`config.mk`:
```
export PLATFORM = sky130hd
export DESIGN_NAME = record_exchange_sorter
export DESIGN_NICKNAME = d
export VERILOG_FILES = /design/src/hdl/rxs_pkg.sv /design/src/hdl/record_exchange_sorter.sv /design/src/hdl/rxs_front.sv /design/src/hdl/rxs_queue.sv /design/src/hdl/rxs_back.sv
export SDC_FILE = /design/constraint.sdc
export NUM_CORES = 1
export LEC_CHECK = 0
export BUFFER_PORTS_ARGS = -buffer_cell sky130_fd_sc_hd__buf_2
export CORE_MARGIN = 4
export CORE_UTILIZATION = 53
export CTS_CLUSTER_SIZE = 16
export DETAILED_ROUTE_END_ITERATION = 10
export PLACE_DENSITY = 0.7
export SLEW_MARGIN = 5
export SYNTH_ARGS = -nofsm -noshare
export SYNTH_HDL_FRONTEND = slang
export SYNTH_SLANG_ARGS = --single-unit
```
`constraint.sdc`:
```
create_clock -name clk -period 5.1 [get_ports clk]
set_input_delay 0.51 -clock clk [delete_from_list [all_inputs] [get_ports clk]]
set_output_delay 0.51 -clock clk [all_outputs]
set_load 0.01 [all_outputs]
```
`src/hdl/rxs_pkg.sv`:
```
// ---------------------------------------------------------------------------
// rxs_pkg
// record and beat types shared by the record exchange sorter modules
// ---------------------------------------------------------------------------
package rxs_pkg;

  typedef struct packed {
    logic [15:0] area;
    logic [7:0]  energy_class;
    logic [31:0] cost;
  } in_rec_t;

  typedef struct packed {
    logic [15:0] out_area;
    logic [7:0]  out_class;
    logic [31:0] out_cost;
    logic        last_out;
  } out_rec_t;

  // load beat from front to back, tagged with end of batch
  typedef struct packed {
    in_rec_t rec;
    logic    last;
  } ld_beat_t;

  localparam int unsigned MODE_W = 2;

  typedef logic [MODE_W-1:0] mode_t;

  // sort mode codes, the unused code runs both passes
  localparam mode_t MODE_AREA       = 2'd0;
  localparam mode_t MODE_CLASS_AREA = 2'd1;
  localparam mode_t MODE_BOTH       = 2'd2;
  localparam mode_t MODE_UNUSED     = 2'd3;

endpackage

```
`src/hdl/record_exchange_sorter.sv`:
```
// ---------------------------------------------------------------------------
// record_exchange_sorter
// loads a batch of records, sorts it in place by the selected key and
// emits the sorted batch with the final record marked
// ---------------------------------------------------------------------------
// channel   direction  handshake          payload
// input     in         push / full        in_data  (area, energy_class, cost)
// result    out        empty / pop        out_data (out_area, out_class,
//                                                   out_cost, last_out)
// config    in         cfg_we             cfg_data (sort_mode)
//
// load: one beat per cycle while the two beat front queue is not full
// sort: one or two passes, paced by the single read and single write port
//   of the store
// emit: a read state and a wait state per record, a held result stalls the sequencer
// reset clears control only, the record store needs no clearing pass
// ---------------------------------------------------------------------------
module record_exchange_sorter #(
  parameter int unsigned RECORDS = 8
) (
  input  logic                       clk,
  input  logic                       rst_n,
  input  logic                       push,
  input  rxs_pkg::in_rec_t           in_data,
  output logic                       full,
  output logic                       empty,
  output rxs_pkg::out_rec_t          out_data,
  input  logic                       pop,
  input  logic                       cfg_we,
  input  logic [rxs_pkg::MODE_W-1:0] cfg_data
);

  logic [rxs_pkg::MODE_W-1:0] mode_r;
  logic                       q_push;
  logic                       q_full;
  logic                       q_valid;
  logic                       q_pop;
  rxs_pkg::ld_beat_t          q_in;
  rxs_pkg::ld_beat_t          q_out;

  always_ff @(posedge clk) begin
    if (!rst_n) begin
      mode_r <= '0;
    end else if (cfg_we) begin
      mode_r <= cfg_data;
    end
  end

  rxs_front #(
    .RECORDS (RECORDS)
  ) u_front (
    .clk     (clk),
    .rst_n   (rst_n),
    .push    (push),
    .in_data (in_data),
    .full    (full),
    .q_push  (q_push),
    .q_beat  (q_in),
    .q_full  (q_full)
  );

  rxs_queue u_queue (
    .clk     (clk),
    .rst_n   (rst_n),
    .wr_en   (q_push),
    .wr_beat (q_in),
    .q_full  (q_full),
    .q_valid (q_valid),
    .rd_beat (q_out),
    .rd_en   (q_pop)
  );

  rxs_back #(
    .RECORDS (RECORDS)
  ) u_back (
    .clk       (clk),
    .rst_n     (rst_n),
    .sort_mode (mode_r),
    .q_valid   (q_valid),
    .q_beat    (q_out),
    .q_pop     (q_pop),
    .empty     (empty),
    .out_data  (out_data),
    .pop       (pop)
  );

endmodule

```
`src/hdl/rxs_front.sv`:
```
// ---------------------------------------------------------------------------
// rxs_front
// accepts input beats, counts the batch and tags the final record
// ---------------------------------------------------------------------------
module rxs_front #(
  parameter int unsigned RECORDS = 8
) (
  input  logic              clk,
  input  logic              rst_n,
  input  logic              push,
  input  rxs_pkg::in_rec_t  in_data,
  output logic              full,
  output logic              q_push,
  output rxs_pkg::ld_beat_t q_beat,
  input  logic              q_full
);

  localparam int unsigned AW = (RECORDS > 1) ? $clog2(RECORDS) : 1;
  localparam logic [AW-1:0] LAST_IDX = AW'(RECORDS - 1);
  localparam logic [AW-1:0] ONE = AW'(1);

  logic [AW-1:0] cnt_r;
  logic [AW-1:0] cnt_nxt;
  logic          is_last;

  assign full     = q_full;
  assign q_push   = push & ~q_full;
  assign is_last  = (cnt_r == LAST_IDX);
  assign q_beat.rec  = in_data;
  assign q_beat.last = is_last;

  always_comb begin
    cnt_nxt = cnt_r;
    if (q_push) begin
      cnt_nxt = is_last ? '0 : cnt_r + ONE;
    end
  end

  always_ff @(posedge clk) begin
    if (!rst_n) begin
      cnt_r <= '0;
    end else begin
      cnt_r <= cnt_nxt;
    end
  end

endmodule

```
`src/hdl/rxs_queue.sv`:
```
// ---------------------------------------------------------------------------
// rxs_queue
// two entry queue that decouples the load front from the sort back
// ---------------------------------------------------------------------------
module rxs_queue (
  input  logic              clk,
  input  logic              rst_n,
  input  logic              wr_en,
  input  rxs_pkg::ld_beat_t wr_beat,
  output logic              q_full,
  output logic              q_valid,
  output rxs_pkg::ld_beat_t rd_beat,
  input  logic              rd_en
);

  rxs_pkg::ld_beat_t ent_r [2];
  logic       wp_r;
  logic       rp_r;
  logic [1:0] cnt_r;
  logic       do_wr;
  logic       do_rd;

  assign q_full  = (cnt_r == 2'd2);
  assign q_valid = (cnt_r != 2'd0);
  assign rd_beat = ent_r[rp_r];
  assign do_wr   = wr_en & ~q_full;
  assign do_rd   = rd_en & q_valid;

  always_ff @(posedge clk) begin
    if (do_wr) begin
      ent_r[wp_r] <= wr_beat;
    end
  end

  always_ff @(posedge clk) begin
    if (!rst_n) begin
      wp_r  <= 1'b0;
      rp_r  <= 1'b0;
      cnt_r <= 2'd0;
    end else begin
      if (do_wr) begin
        wp_r <= ~wp_r;
      end
      if (do_rd) begin
        rp_r <= ~rp_r;
      end
      case ({do_wr, do_rd})
        2'b10:   cnt_r <= cnt_r + 2'd1;
        2'b01:   cnt_r <= cnt_r - 2'd1;
        default: cnt_r <= cnt_r;
      endcase
    end
  end

endmodule

```
`src/hdl/rxs_back.sv`:
```
// ---------------------------------------------------------------------------
// rxs_back
// record store, exchange sort sequencer and result register
// ---------------------------------------------------------------------------
module rxs_back #(
  parameter int unsigned RECORDS = 8
) (
  input  logic                       clk,
  input  logic                       rst_n,
  input  logic [rxs_pkg::MODE_W-1:0] sort_mode,
  input  logic                       q_valid,
  input  rxs_pkg::ld_beat_t          q_beat,
  output logic                       q_pop,
  output logic                       empty,
  output rxs_pkg::out_rec_t          out_data,
  input  logic                       pop
);

  localparam int unsigned AW = (RECORDS > 1) ? $clog2(RECORDS) : 1;
  localparam logic [AW-1:0] LAST_IDX = AW'(RECORDS - 1);
  localparam logic [AW-1:0] PEN_IDX  = AW'(RECORDS - 2);
  localparam logic [AW-1:0] ONE      = AW'(1);

  localparam logic [2:0] ST_LOAD      = 3'd0;
  localparam logic [2:0] ST_ROW_RD    = 3'd1;
  localparam logic [2:0] ST_ROW_CAP   = 3'd2;
  localparam logic [2:0] ST_CMP       = 3'd3;
  localparam logic [2:0] ST_ROW_WR    = 3'd4;
  localparam logic [2:0] ST_EMIT_RD   = 3'd5;
  localparam logic [2:0] ST_EMIT_WAIT = 3'd6;

  localparam logic PASS_AREA  = 1'b0;
  localparam logic PASS_CLASS = 1'b1;

  function automatic logic swap_fn(input logic pass, input rxs_pkg::in_rec_t p,
                                   input rxs_pkg::in_rec_t q);
    logic res;
    if (pass == PASS_CLASS) begin
      res = (p.energy_class > q.energy_class) ||
            ((p.energy_class == q.energy_class) && (p.area < q.area));
    end else begin
      res = (p.area < q.area);
    end
    return res;
  endfunction

  rxs_pkg::in_rec_t  store_r [RECORDS];
  rxs_pkg::in_rec_t  rd_data_r;
  rxs_pkg::in_rec_t  cur_r;
  rxs_pkg::in_rec_t  cur_nxt;
  rxs_pkg::in_rec_t  wr_data;
  rxs_pkg::out_rec_t out_r;
  rxs_pkg::out_rec_t out_nxt;

  logic [2:0]    state_r;
  logic [2:0]    state_nxt;
  logic [AW-1:0] ld_cnt_r;
  logic [AW-1:0] ld_cnt_nxt;
  logic [AW-1:0] i_r;
  logic [AW-1:0] i_nxt;
  logic [AW-1:0] j_r;
  logic [AW-1:0] j_nxt;
  logic          pass_r;
  logic          pass_nxt;
  logic          out_vld_r;
  logic          out_vld_nxt;
  logic          rd_en;
  logic [AW-1:0] rd_addr;
  logic          wr_en;
  logic [AW-1:0] wr_addr;
  logic          do_swap;
  logic          out_free;

  assign empty    = ~out_vld_r;
  assign out_data = out_r;
  assign do_swap  = swap_fn(pass_r, cur_r, rd_data_r);
  assign out_free = ~out_vld_r | pop;

  always_comb begin
    state_nxt   = state_r;
    ld_cnt_nxt  = ld_cnt_r;
    i_nxt       = i_r;
    j_nxt       = j_r;
    pass_nxt    = pass_r;
    cur_nxt     = cur_r;
    out_nxt     = out_r;
    out_vld_nxt = out_vld_r & ~pop;
    rd_en       = 1'b0;
    rd_addr     = j_r;
    wr_en       = 1'b0;
    wr_addr     = j_r;
    wr_data     = cur_r;
    q_pop       = 1'b0;
    unique case (state_r)
      ST_LOAD: begin
        q_pop = q_valid;
        if (q_valid) begin
          wr_en   = 1'b1;
          wr_addr = ld_cnt_r;
          wr_data = q_beat.rec;
          if (q_beat.last) begin
            ld_cnt_nxt = '0;
            i_nxt      = '0;
            pass_nxt   = (sort_mode == rxs_pkg::MODE_CLASS_AREA) ? PASS_CLASS : PASS_AREA;
            state_nxt  = ST_ROW_RD;
          end else begin
            ld_cnt_nxt = ld_cnt_r + ONE;
          end
        end
      end
      ST_ROW_RD: begin
        rd_en     = 1'b1;
        rd_addr   = i_r;
        state_nxt = ST_ROW_CAP;
      end
      ST_ROW_CAP: begin
        cur_nxt   = rd_data_r;
        rd_en     = 1'b1;
        rd_addr   = i_r + ONE;
        j_nxt     = i_r + ONE;
        state_nxt = ST_CMP;
      end
      ST_CMP: begin
        if (do_swap) begin
          wr_en   = 1'b1;
          wr_addr = j_r;
          wr_data = cur_r;
          cur_nxt = rd_data_r;
        end
        if (j_r == LAST_IDX) begin
          state_nxt = ST_ROW_WR;
        end else begin
          j_nxt   = j_r + ONE;
          rd_en   = 1'b1;
          rd_addr = j_r + ONE;
        end
      end
      ST_ROW_WR: begin
        wr_en   = 1'b1;
        wr_addr = i_r;
        wr_data = cur_r;
        if (i_r == PEN_IDX) begin
          if ((pass_r == PASS_AREA) && (sort_mode != rxs_pkg::MODE_AREA)) begin
            pass_nxt  = PASS_CLASS;
            i_nxt     = '0;
            state_nxt = ST_ROW_RD;
          end else begin
            j_nxt     = '0;
            state_nxt = ST_EMIT_RD;
          end
        end else begin
          i_nxt     = i_r + ONE;
          rd_en     = 1'b1;
          rd_addr   = i_r + ONE;
          state_nxt = ST_ROW_CAP;
        end
      end
      ST_EMIT_RD: begin
        rd_en     = 1'b1;
        rd_addr   = j_r;
        state_nxt = ST_EMIT_WAIT;
      end
      ST_EMIT_WAIT: begin
        if (out_free) begin
          out_nxt.out_area  = rd_data_r.area;
          out_nxt.out_class = rd_data_r.energy_class;
          out_nxt.out_cost  = rd_data_r.cost;
          out_nxt.last_out  = (j_r == LAST_IDX);
          out_vld_nxt       = 1'b1;
          if (j_r == LAST_IDX) begin
            state_nxt = ST_LOAD;
          end else begin
            j_nxt     = j_r + ONE;
            state_nxt = ST_EMIT_RD;
          end
        end
      end
      default: begin
        state_nxt = ST_LOAD;
      end
    endcase
  end

  always_ff @(posedge clk) begin
    if (wr_en) begin
      store_r[wr_addr] <= wr_data;
    end
    if (rd_en) begin
      rd_data_r <= store_r[rd_addr];
    end
  end

  always_ff @(posedge clk) begin
    cur_r <= cur_nxt;
    out_r <= out_nxt;
  end

  always_ff @(posedge clk) begin
    if (!rst_n) begin
      state_r   <= ST_LOAD;
      ld_cnt_r  <= '0;
      i_r       <= '0;
      j_r       <= '0;
      pass_r    <= PASS_AREA;
      out_vld_r <= 1'b0;
    end else begin
      state_r   <= state_nxt;
      ld_cnt_r  <= ld_cnt_nxt;
      i_r       <= i_nxt;
      j_r       <= j_nxt;
      pass_r    <= pass_nxt;
      out_vld_r <= out_vld_nxt;
    end
  end

endmodule

```
# Yosys cells after proc, flatten, opt, wreduce, memory -nomap -nowiden
# Memory sizes are Yosys's and may differ from the RTL's. A register that Yosys moved wholly into a read port is not among the register bits.
# Cells that the tools add are included.
# op_classes
addsub	6
n_mux	51
n_lt_le_gt_ge	2
n_reduce_logical	18
bitwise_logic	11
n_eq_ne	23
# op_table
operator	n
$mux W56	3
$pmux W56 S2	1
$mux W3	19
$pmux W3 S4	2
$pmux W3 S7	1
$mux W1	19
$eq A3 B3 Y1 const B	6
$lt A16 B16 Y1	1
$add A3 B1 Y3 const B	4
$ne A2 B1 Y1 const B	6
$pmux W3 S2	2
$reduce_and A4 Y1	3
$reduce_bool A2 Y1	5
$eq A8 B8 Y1	1
$gt A8 B8 Y1	1
$eq A3 B2 Y1 const B	2
$not A1 Y1	6
$pmux W1 S3	2
$reduce_and A2 Y1	3
$reduce_and A5 Y1	1
$and A1 B1 Y1	4
$eq A2 B1 Y1 const B	2
$eq A2 B2 Y1 const B	2
$ne A2 B2 Y1 const B	2
12 further kinds	13
# totals
mem_bits_rw	562
output_inout_bits	59
inputBits	63
n_memories	2
ff_bits	136
word_cells	131
# memory_table
memory	words	width	rd	rd_clocked_by_memory_dff	write_ports	line_no	source
u_back.store_r	8	56	1	1	1	rxs_back.sv:47	rxs_pkg::in_rec_t store_r [RECORDS];
u_queue.ent_r	2	57	1	1	1	rxs_queue.sv:16	rxs_pkg::ld_beat_t ent_r [2];

# Logic depth before layout (Yosys ltp)
# Gate-level depths: netlist of run 1.
# depth
ltp_word	8
depth_mapped	12

# Cells and area by module
# From an unflattened synthesis of run 1, not the netlist that was laid out.
# hier_totals
cells_unflattened	1745
hier_area_um2	30032.6
# by_module_without_submodules
mod	instances	seq_area_each_um2	area_per_inst_um2	cells_each
rxs_back	1	18808.0	25020.2	1464
rxs_queue	1	3523.4	4341.7	203
rxs_front	1	60.1	598.1	72
record_exchange_sorter	1	40.0	72.6	6

# Worst setup path after synthesis of run 1
# Ideal clock, no wire load.
# synth_path
path_type	register to register
start	reg u_back.cur_r[39] in the netlist's numbering
end	reg u_back.cur_r[0] in the netlist's numbering, enable pin
slack_ns	0.456
stages_incl_launch_ff	8
arrival_time_ns	4.156
setup_time_ns	0.488
cell_sequence	edfxtp_1 > ha_1 > nand4_1 > o21ai_0 > o211ai_1 > a31oi_1 > a21oi_1 > a21oi_1
# synth_between
elab_chain_len	6
elab_cells_between_ends	7
cone_classes	1 x order compare; 2 x eq/ne; 1 x mux; 3 x reduce/logical
# synth_rtl
element	line_no	source
start: declaration	rxs_back.sv:49	rxs_pkg::in_rec_t cur_r;
start signal: assignment	rxs_back.sv:194	cur_r <= cur_nxt;
parallel branches: the longest is 2 deep, another holds $gt A8 B8 Y1	n/a	
$logic_or A1 B1 Y1 *	rxs_back.sv:39	res = (p.energy_class > q.energy_class) ||
$mux W1 *	rxs_back.sv:38	if (pass == PASS_CLASS) begin
$ne A2 B1 Y1 (no source line) *	n/a	
$reduce_and A2 Y1 (no source line) *	n/a	
# Every way passes the cells marked *.
# A chain may end at the register's enable or synchronous reset.

# Final worst setup path of run 1
# layout_path
start	reg u_back.state_r[2]
end	reg u_back.rd_data_r[36] (netlist name)
# layout_between
elab_chain_len	3
elab_cells_between_ends	8
cone_classes	5 x eq/ne; 2 x mux; 1 x reduce/logical
# layout_rtl
element	line_no	source
start: declaration	rxs_back.sv:55	logic [2:0] state_r;
start signal: assignment	rxs_back.sv:207	state_r <= state_nxt;
$eq A3 B1 Y1 (tied with other cells)	rxs_back.sv:94	unique case (state_r)
$reduce_or A3 Y1 (no source line)	n/a	
$pmux W1 S3	rxs_back.sv:94	
# Several ways; a longest one is shown, not always the timed one.

==> summary.txt, run 1 <==
Setup TNS: 0 ns
Tot GR Track Use: 20.2%
leakage: 11.3 nW
Initial Utilization: 53.7%
Final Hold Vio Count: 0
Sw Share: 32.6%
top cells by area, synth: edfxtp_1 (76%), mux2i_1 (9.8%), o221ai_1 (1.8%), o22a_1 (1.7%), dfxtp_1 (1.7%)
worst path arrival time: 4.15 ns
cell repeated most along the worst path: buf_4
IO Pins: 122
Critical Path Source Type: flop
Placed Area: 30500 µm²
vias per cell: 5.88
post-route cell area: 32800 µm²
Initial DRT Pass Iterations: 7
synthesized netlist net count: 1719
cell count after placement: 2391
Max stage delay on crit path: 0.79 ns
Row Count: 85
largest net degree at the start of global routing: 118
Antenna diodes: 0
ratio of cells with drive above 1 in the final layout: 15.5%
total clock sinks: 755
Yosys warning count: 0
chip width: 242 µm
Setup Fix Bufs, Post-CTS: 0
DP HPWL: 33500 µm
Post-synth EDFFs: 731
Slowest-stage cell, CP: dfxtp_1
Critical R2R Capture: u_back.rd_data_r[36]$_DFFE_PP_
H-tree levels: 3
Worst VDD drop: 0.000622 V
filler cell count in the final layout: 3789
initial DRC count: 1423
clock network fraction of total power: 24.2%
number of routed nets with antenna violations: 0
Final Skew: 0.0208 ns
Worst slew margin: 16.9%
most numerous cell in the Yosys netlist: edfxtp_1
DR vias: 14853
Die Area: 58500 µm²
core area: 53900 µm²
Hold WC Path Type: in2reg
Clock Path Buffers: 3
first-pass GRT wire length: 91200 µm
Tightest Pin Transition: 1.24 ns
Final Total Pwr: 0.0210 W
initial antenna violation count: 1
Nets: 1866
status: completed
Pint: 0.0142 W
cell taking the most area after synthesis: edfxtp_1
min Tclk post-route: 3.86 ns
fraction of registers with async set/reset: 0%
Final Setup Violations: 0
grt peak-use layer: met2
Final GP Congestion: 0.880
CP Class: reg2reg
grt met2 use: 34.3%
maxcap violations: 0
pwr dens: 641 nW/µm²
final period utilization: 75.6%
Worst R2R Start: u_back.state_r[2]$_SDFFE_PN0P_
total CTS buffers: 75
Cell variety after synth: 63
Gate power share: 28.6%
RSZ-0062 raised after global routing: no
reg2reg setup slack: 1.24 ns
WHS Path Cells: 1
Setup crit end kind: flop
PortBufs: 121
critical path cell sequence: buf_4, a21bo_1, o211ai_1, o2111a_4, buf_4, buf_4, mux2i_1, o221ai_1
total grt overflow: 0
CTS Root Cell: clkbuf_16
DRC Markers: 0
most common library cells after synthesis: edfxtp_1 (731), mux2i_1 (285), nand2_1 (83)
WL per Instance: 23.8 µm
part of the power in registers: 47.2%
Psw: 0.00686 W
Hold Path End: u_queue.ent_r[0][16]$_DFFE_PP_
Synth Cell Area: 29000 µm²
peak fanout along the critical path: 36
P&R area growth vs syn: 13.3%
Worst-path clk slew: 0.06 ns
CTS tree: yes
hold path start: in_data[15]
Worst-Skew Late Latency: 0.61 ns
met1 Resource Use GR: 27.3%
CP required: 5.40 ns
sequential fraction of the synthesis area: 77.4%
cts hold-fix bufs: 0
Resized Gates After CTS: 0
Register-to-Register Path Depth: 8
maximum clock rate: 259 MHz
vias in the first global route: 15135
final wirelength: 60000 µm
Top FF cell, synth: edfxtp_1
Final Slew Violations: 0
Finished Layout Cells: 2526
Syn Inst Count: 1626
Synth top area share: 75.8%
Synth Register Bits: 755
Die Y: 242 µm
met3 Use GR: 3.69%
mean post-synth cell area: 17.8 µm²
==> power by group through the flow <==
stage / combinational (W) / sequential [W] / clock, W
final: 0.00602 / 0.00993 / 0.00510
after global routing: 0.00656 / 0.0100 / 0.00547
after CTS: 0.00605 / 0.00993 / 0.00521
after detailed placement: 0.00601 / 0.0100 / 0
after global placement: 0.00578 / 0.0100 / 0
after floorplan: 0.00430 / 0.00973 / 0
==> routing by layer <==
metal,up-vias,part of all wire (%)
li1,6731,-
met1,7591,42
met2,458,50
met3,73,6.1
met4,0,1.7
met5,-,0
==> sequential cells by signal (all words and copies together), names as in the netlist, named ones only <==
register,flops
u_back.store_r,448
u_queue.ent_r,114
u_back.out_data,57
u_back.cur_r,56
u_back.rd_data_r,56
u_back.i_r,3
u_back.j_r,3
u_back.ld_cnt_r,3
u_back.state_r,3
u_front.cnt_r,3
mode_r,2
u_queue.cnt_r,2
u_back.out_vld_r,1
u_back.pass_r,1
u_queue.rp_r,1
u_queue.wp_r,1
==> placed cells by master (no fill, tap or decap), types with 6 or more instances in the layout <==
| master | instances |
|---|---|
| mux2i_1 | 285 |
| buf_12 | 11 |
| a21oi_1 | 26 |
| ha_1 | 30 |
| clkinv_1 | 16 |
| o21ai_0 | 67 |
| buf_4 | 20 |
| edfxtp_1 | 731 |
| o221ai_1 | 59 |
| dfxtp_1 | 23 |
| buf_2 | 121 |
| nand3_1 | 6 |
| clkbuf_1 | 18 |
| nor2b_1 | 12 |
| clkbuf_16 | 77 |
| inv_1 | 34 |
| clkinv_2 | 11 |
| nor2_4 | 10 |
| o22a_1 | 56 |
| nor2_1 | 24 |
| nand2_1 | 81 |
==> cell families (layout without fill, tap and decap cells) <==
| family | count (synthesis) | after routing | share of synthesized area [%] |
|---|---|---|---|
| DFF | 755 | 755 | 77.4 |
| muxes | 286 | 286 | 9.89 |
| AOI/OAI and AO/OA | 262 | 262 | 6.58 |
| and+or+nand+nor | 169 | 169 | 2.74 |
| buffers and inverters | 118 | 322 | 1.89 |
| adders and majority gates | 30 | 30 | 1.30 |
| xor gates and xnor gates | 6 | 6 | 0.181 |
==> critical path, delay by kind of cell (launching register included) <==
| family | cells | cell delay, ns |
|---|---|---|
| buf+inv | 3 | 1.50 |
| flops | 1 | 0.79 |
| compound gates | 4 | 0.89 |
| mux | 1 | 0.29 |
==> final cells by class <==
type                    count  area (µm²)  share of cell area, %
repair buffers            152         976                   2.97
clock buffers              97        2020                   6.16
multi-input cells         753        6130                   18.7
flip-flops and latches    755       22400                   68.4
inverters                  36         135                  0.412
clock inverters            37         241                  0.736
well taps                 696         871                   2.65
==> how the worst max path moves through the flow <==
| stage | startpoint | end | slack, ns | cells after the start |
|---|---|---|---|---|
| after floorplan | u_back.cur_r[39]$_DFFE_PP_ | u_back.cur_r[0]$_DFFE_PP_ | 0.46 | 7 |
| after global placement | u_back.state_r[2]$_SDFFE_PN0P_ | u_back.rd_data_r[39]$_DFFE_PP_ | 1.43 | 8 |
| after detailed placement | u_back.state_r[2]$_SDFFE_PN0P_ | u_back.rd_data_r[45]$_DFFE_PP_ | 1.30 | 8 |
| after CTS | u_back.state_r[2]$_SDFFE_PN0P_ | u_back.rd_data_r[36]$_DFFE_PP_ | 1.26 | 8 |
| after global routing | u_back.state_r[2]$_SDFFE_PN0P_ | u_back.rd_data_r[42]$_DFFE_PP_ | 1.05 | 8 |
| final | u_back.state_r[2]$_SDFFE_PN0P_ | u_back.rd_data_r[36]$_DFFE_PP_ | 1.24 | 8 |
==> stage by stage <==
stage	util (%)	worst slack, ns	hold slack (ns)
after floorplan	-	0.456	0.421
after global placement	56.6	1.43	0.437
after detailed placement	56.6	1.30	0.435
after CTS	60.8	1.26	0.0429
after global routing	60.8	1.05	0.0608
final	60.8	1.24	0.0863
Power figures use the tool's default switching activity.
==> inputs of run 2 (changes only) <==
--- a/config.mk
+++ b/config.mk
@@ -10,7 +10,7 @@
 export CORE_UTILIZATION = 53
 export CTS_CLUSTER_SIZE = 16
 export DETAILED_ROUTE_END_ITERATION = 10
-export PLACE_DENSITY = 0.7
+export PLACE_DENSITY = 0.73
 export SLEW_MARGIN = 5
 export SYNTH_ARGS = -nofsm -noshare
 export SYNTH_HDL_FRONTEND = slang
==> constraint.sdc (replaced) <==
create_clock -name clk -period 3.3 [get_ports clk]
set_input_delay 0.33 -clock clk [delete_from_list [all_inputs] [get_ports clk]]
set_output_delay 0.33 -clock clk [all_outputs]
set_load 0.01 [all_outputs]
==> summary.txt, run 2 (synthesis gave the netlist of run 1 again) <==
vias per cell: 5.82 (-0.98%)
Die Y: 242 µm (unchanged)
Row Count: 85 (unchanged)
Final Slew Violations: 0 (unchanged)
PortBufs: 121 (unchanged)
total clock sinks: 755 (unchanged)
RSZ-0062 raised after global routing: no
Die Area: 58500 µm² (unchanged)
Setup crit start: u_back.state_r[1]$_SDFFE_PN0P_
WHS Path Cells: 3 (+2)
leakage: 12.1 nW (+7.2%)
Antenna diodes: 0 (unchanged)
Reg with most FFs: u_back.store_r
P&R area growth vs syn: 18.9%
Critical Path Source Type: flop
Worst R2R Start: u_back.state_r[1]$_SDFFE_PN0P_
core area: 53900 µm² (unchanged)
Final GP Congestion: 0.873 (-0.80%)
Critical Path Sink: u_back.rd_data_r[16]$_DFFE_PP_
Worst-path clk slew: 0.06 ns (about the same)
worst path arrival time: 3.38 ns (-0.77 ns)
Setup TNS: 0 ns (unchanged)
Worst VDD drop: 0.000659 V (+5.9%)
Setup Fix Bufs, Post-CTS: 0 (unchanged)
final period utilization: 93.2% (+18 points)
CP required: 3.60 ns (-1.80 ns)
min Tclk post-route: 3.07 ns (-0.781 ns)
peak fanout along the critical path: 72 (+100%)
CTS tree: yes
initial DRC count: 1610 (+13%)
total CTS buffers: 76 (+1.3%)
DRC Markers: 0 (unchanged)
Clock Path Buffers: 3 (unchanged)
commonest non-fill, non-tap cell in the layout: edfxtp_1
PnR worst setup slack: 0.226 ns (-1.02 ns)
Register-to-Register Path Depth: 6 (-2)
Final Setup Violations: 0 (unchanged)
post-route cell area: 34400 µm² (+5.0%)
Worst-Skew Late Latency: 0.61 ns (about the same)
ratio of cells with drive above 1 in the final layout: 18.9% (+3.4 points)
Nets: 2008 (+7.6%)
Largest register FFs: 448 (unchanged)
Worst slew margin: 46.3% (+29 points)
Util after Layout: 63.9% (+3.0 points)
Final Skew: 0.0306 ns (+0.00973 ns)
Placed Area: 31500 µm² (+3.0%)
CTS Root Cell: clkbuf_16
Final Hold Vio Count: 0 (unchanged)
H-tree levels: 3 (unchanged)
DR vias: 15546 (+4.7%)
CP Class: reg2reg
DP Worst Slack: 0.313 ns (-0.992 ns)
Initial Utilization: 53.7% (unchanged)
maximum clock rate: 325 MHz (+25%)
WL per Instance: 23.6 µm (-0.82%)
reg2reg setup slack: 0.23 ns (-1.02 ns)
Hold WC Path Type: in2reg
status: completed
vias in the first global route: 16130 (+6.6%)
DP HPWL: 35200 µm (+5.2%)
Initial DRT Pass Iterations: 5 (-2)
filler cell count in the final layout: 3604 (-4.9%)
Tot GR Track Use: 21.3% (+1.1 points)
chip width: 242 µm (unchanged)
total grt overflow: 0 (unchanged)
commonest cells after routing, fill and taps aside: edfxtp_1 (731), mux2i_1 (285), buf_2 (121)
largest net degree at the start of global routing: 118 (unchanged)
Critical R2R Capture: u_back.rd_data_r[16]$_DFFE_PP_
hold path start: cfg_we
IO Pins: 122 (unchanged)
final wirelength: 62900 µm (+4.8%)
Setup crit end kind: flop
first-pass GRT wire length: 96300 µm (+5.6%)
number of routed nets with antenna violations: 0 (unchanged)
initial antenna violation count: 0 (-1)
maxcap violations: 0 (unchanged)
pwr dens: 998 nW/µm² (+56%)
Tightest Pin Transition: 0.804 ns (-0.434 ns)
run 2: area by class of cell:
| type | instances | area [µm²] | share of cell area (%) |
|---|---|---|---|
| multi-input combinational | 753 | 6130 | 17.8 |
| clock buffer | 99 | 2050 | 5.96 |
| timing repair buffer | 293 | 2470 | 7.16 |
| inverter | 36 | 135 | 0.392 |
| clock inverter | 38 | 348 | 1.01 |
| sequential | 755 | 22400 | 65.1 |
| tap | 696 | 871 | 2.53 |
run 2: layer usage:
metal	GRT usage, %	part of all wire [%]	up-vias
li1	-	-	7032
met4	6.68	2.4	0
met5	0	0	-
met2	35.3	49	569
met1	28.8	42	7834
met3	4.38	7.4	111
run 2: how the worst min path moves through the flow:
stage / to
CTS: mode_r[0]$_SDFFE_PN0P_
global route: mode_r[0]$_SDFFE_PN0P_
finish: mode_r[0]$_SDFFE_PN0P_
global placement: u_back.cur_r[10]$_DFFE_PP_
detailed placement: u_back.cur_r[10]$_DFFE_PP_
floorplan: u_back.cur_r[0]$_DFFE_PP_
run 2: where the power goes:
part / internal (W) / switching [W]
sequential: 0.0143 / 0.000885
combinational: 0.00421 / 0.00667
clock: 0.00480 / 0.00352
run 2: metrics by stage:
stage | hold slack, ns | power [W] | instances
detailed placement | 0.430 | 0.0261 | 2475
global route | 0.0639 | 0.0359 | 2670
finish | 0.0346 | 0.0344 | 2670
floorplan | 0.421 | 0.0217 | 1626
CTS | 0.0119 | 0.0345 | 2670
global placement | 0.431 | 0.0257 | 2475
run 2: critical path: stages (launching register included):
cell	delay, ns
dfxtp_1	0.84
or2_0	0.37
or3_1	0.21
o2111a_4	0.32
buf_12	0.42
mux2i_1	0.30
o221ai_1	0.18
run 2: what timing repair did:
item                                    4_1_cts  5_1_grt
hold endpoints to repair                    114        0
hold buffers                                 58        0
gates resized for setup                       0        1
endpoints found under the setup margin        0      190
==> inputs of run 3 (changes only) <==
--- a/config.mk
+++ b/config.mk
@@ -5,12 +5,14 @@
 export SDC_FILE = /design/constraint.sdc
 export NUM_CORES = 1
 export LEC_CHECK = 0
+export ABC_CLOCK_PERIOD_IN_PS = 3300
 export BUFFER_PORTS_ARGS = -buffer_cell sky130_fd_sc_hd__buf_2
 export CORE_MARGIN = 4
 export CORE_UTILIZATION = 53
 export CTS_CLUSTER_SIZE = 16
 export DETAILED_ROUTE_END_ITERATION = 10
 export PLACE_DENSITY = 0.73
+export RECOVER_POWER = 50
 export SLEW_MARGIN = 5
 export SYNTH_ARGS = -nofsm -noshare
 export SYNTH_HDL_FRONTEND = slang
==> summary.txt, run 3 (synthesis gave the netlist of run 1 again) <==
Setup Fix Bufs, Post-CTS: 0 (unchanged)
Final Setup Violations: 0 (unchanged)
total grt overflow: 0 (unchanged)
commonest non-fill, non-tap cell in the layout: edfxtp_1
Final GP Congestion: 0.873 (unchanged)
min Tclk post-route: 3.01 ns (-0.0644 ns)
PortBufs: 121 (unchanged)
Die Area: 58500 µm² (unchanged)
Tightest Pin Transition: 1.83 ns (+1.02 ns)
worst path arrival time: 3.31 ns (-0.07 ns)
Final Total Pwr: 0.0340 W (-1.0%)
Worst-Skew Late Latency: 0.61 ns (about the same)
IO Pins: 122 (unchanged)
Worst slew margin: -21.8% (-68 points)
Hold WC Path Type: in2reg
Final Skew: 0.0284 ns (-0.00213 ns)
Antenna diodes: 0 (unchanged)
CP required: 3.60 ns (about the same)
Worst-path clk slew: 0.06 ns (about the same)
Worst VDD drop: 0.000657 V (-0.24%)
Critical Path Source Type: flop
Setup TNS: 0 ns (unchanged)
initial antenna violation count: 0 (unchanged)
vias per cell: 5.86 (+0.63%)
maximum clock rate: 332 MHz (+2.1%)
total clock sinks: 755 (unchanged)
Register-to-Register Path Depth: 6 (unchanged)
peak fanout along the critical path: 72 (unchanged)
Final Slew Violations: 117 (+117)
core area: 53900 µm² (unchanged)
first-pass GRT wire length: 96300 µm (unchanged)
Setup crit end kind: flop
final period utilization: 91.2% (-2.0 points)
initial DRC count: 1573 (-2.3%)
critical path cell sequence: or2_0, or3_1, o2111a_4, buf_12, mux2i_1, o221ai_1
Util after Layout: 63.3% (-0.61 points)
vias in the first global route: 16130 (unchanged)
CTS tree: yes
number of routed nets with antenna violations: 0 (unchanged)
Slowest-stage cell, CP: dfxtp_1
CTS Root Cell: clkbuf_16
status: finished with violations
final wirelength: 63000 µm (+0.13%)
crit-path leading delay family: flip-flops
Nets: 2008 (unchanged)
Row Count: 85 (unchanged)
Final Hold Vio Count: 0 (unchanged)
H-tree levels: 3 (unchanged)
Die Y: 242 µm (unchanged)
WHS Path Cells: 3 (unchanged)
crit path buf inv count: 1 (unchanged)
multi-input logic area: 6100 µm² (-0.41%)
commonest cells after routing, fill and taps aside: edfxtp_1 (731), mux2i_1 (285), clkbuf_1 (158)
maxcap violations: 2 (+2)
filler cell count in the final layout: 3704 (+2.8%)
pwr dens: 998 nW/µm² (about the same)
Initial DRT Pass Iterations: 5 (unchanged)
total CTS buffers: 76 (unchanged)
chip width: 242 µm (unchanged)
DRC Markers: 0 (unchanged)
failing checks: max-capacitance violations, max-slew violations
Clock Path Buffers: 3 (unchanged)
Reg with most FFs: u_back.store_r
RSZ-0062 raised after global routing: no
CP Class: reg2reg
largest net degree at the start of global routing: 118 (unchanged)
WL per Instance: 23.6 µm (+0.13%)
P&R area growth vs syn: 17.7%
Initial Utilization: 53.7% (unchanged)
leakage: 11.7 nW (-3.6%)
Tot GR Track Use: 21.3% (unchanged)
Worst path depth: 6 (unchanged)
DR vias: 15644 (+0.63%)
Largest register FFs: 448 (unchanged)
Max stage delay on crit path: 0.81 ns (-0.03 ns)
DP HPWL: 35200 µm (unchanged)
ratio of cells with drive above 1 in the final layout: 11.6% (-7.3 points)
total area of sequential cells: 22400 µm² (about the same)
==> run 3: changes by cell type in the layout (fill, tap and decap cells not counted), moves of 2 or more <==
cell	delta
o21ai_1	-2
a21boi_0	+2
buf_12	-3
clkbuf_2	+3
buf_2	-105
a21boi_1	-2
clkbuf_1	+139
o21ai_0	+2
buf_4	-35
==> run 3: final timing paths <==
kind	to	start	slack, ns
min reg2reg	u_back.out_data[22]$_DFFE_PP_	u_back.rd_data_r[21]$_DFFE_PP_	0.45
max	u_back.rd_data_r[16]$_DFFE_PP_	u_back.state_r[1]$_SDFFE_PN0P_	0.29
max reg2reg	u_back.rd_data_r[16]$_DFFE_PP_	u_back.state_r[1]$_SDFFE_PN0P_	0.29
min	mode_r[0]$_SDFFE_PN0P_	cfg_we	0.04
==> run 3: worst register-to-register path: cells and delay by family (launching register included) <==
kind	cells	cell delay, ns
AO/OA/AOI/OAI	2	0.49
buffers and inverters	1	0.42
flip-flops	1	0.81
multiplexers	1	0.43
AND/OR/NAND/NOR	2	0.57
==> run 3: through the flow <==
| step | setup WS, ns | cell area [µm²] | hold WS [ns] | std cells |
|---|---|---|---|---|
| finish | 0.290 | 34100 | 0.0364 | 2670 |
| global route | 0.0602 | 34100 | 0.0639 | 2670 |
| CTS | 0.230 | 34400 | 0.0119 | 2670 |
| detailed placement | 0.313 | 31500 | 0.430 | 2475 |
| global placement | 0.324 | 31500 | 0.431 | 2475 |
| floorplan | -1.06 | 29000 | 0.421 | 1626 |
==> run 3: routing by layer <==
layer | wire [µm] | share of wire [%] | GRT usage [%] | vias to the layer above
li1 | - | - | - | 7035
met1 | 26400 | 42 | 28.8 | 7941
met2 | 30500 | 48 | 35.3 | 560
met3 | 4560 | 7.2 | 4.38 | 108
met4 | 1530 | 2.4 | 6.68 | 0
met5 | 0 | 0 | 0 | -
==> run 3: area by class of cell <==
class | instances | share of cell area, %
multi-input cells | 753 | 17.9
repair buffers | 293 | 6.34
flip-flops and latches | 755 | 65.8
well taps | 696 | 2.55
inverters | 36 | 0.396
clock buffers | 99 | 6.01
clock inverters | 38 | 1.02
==> run 3: power by group <==
part,internal (W),total (W),leakage (nW),switching [W]
Sequential,0.0143,0.0152,6.91,0.000883
Clock,0.00480,0.00832,1.17,0.00352
Combinational,0.00386,0.0105,3.57,0.00663
==> run 3: repair_timing <==
action | CTS | global route
gates resized for setup | 0 | 1
hold endpoints to repair | 114 | 0
endpoints found under the setup margin | 0 | 190
hold buffers | 58 | 0
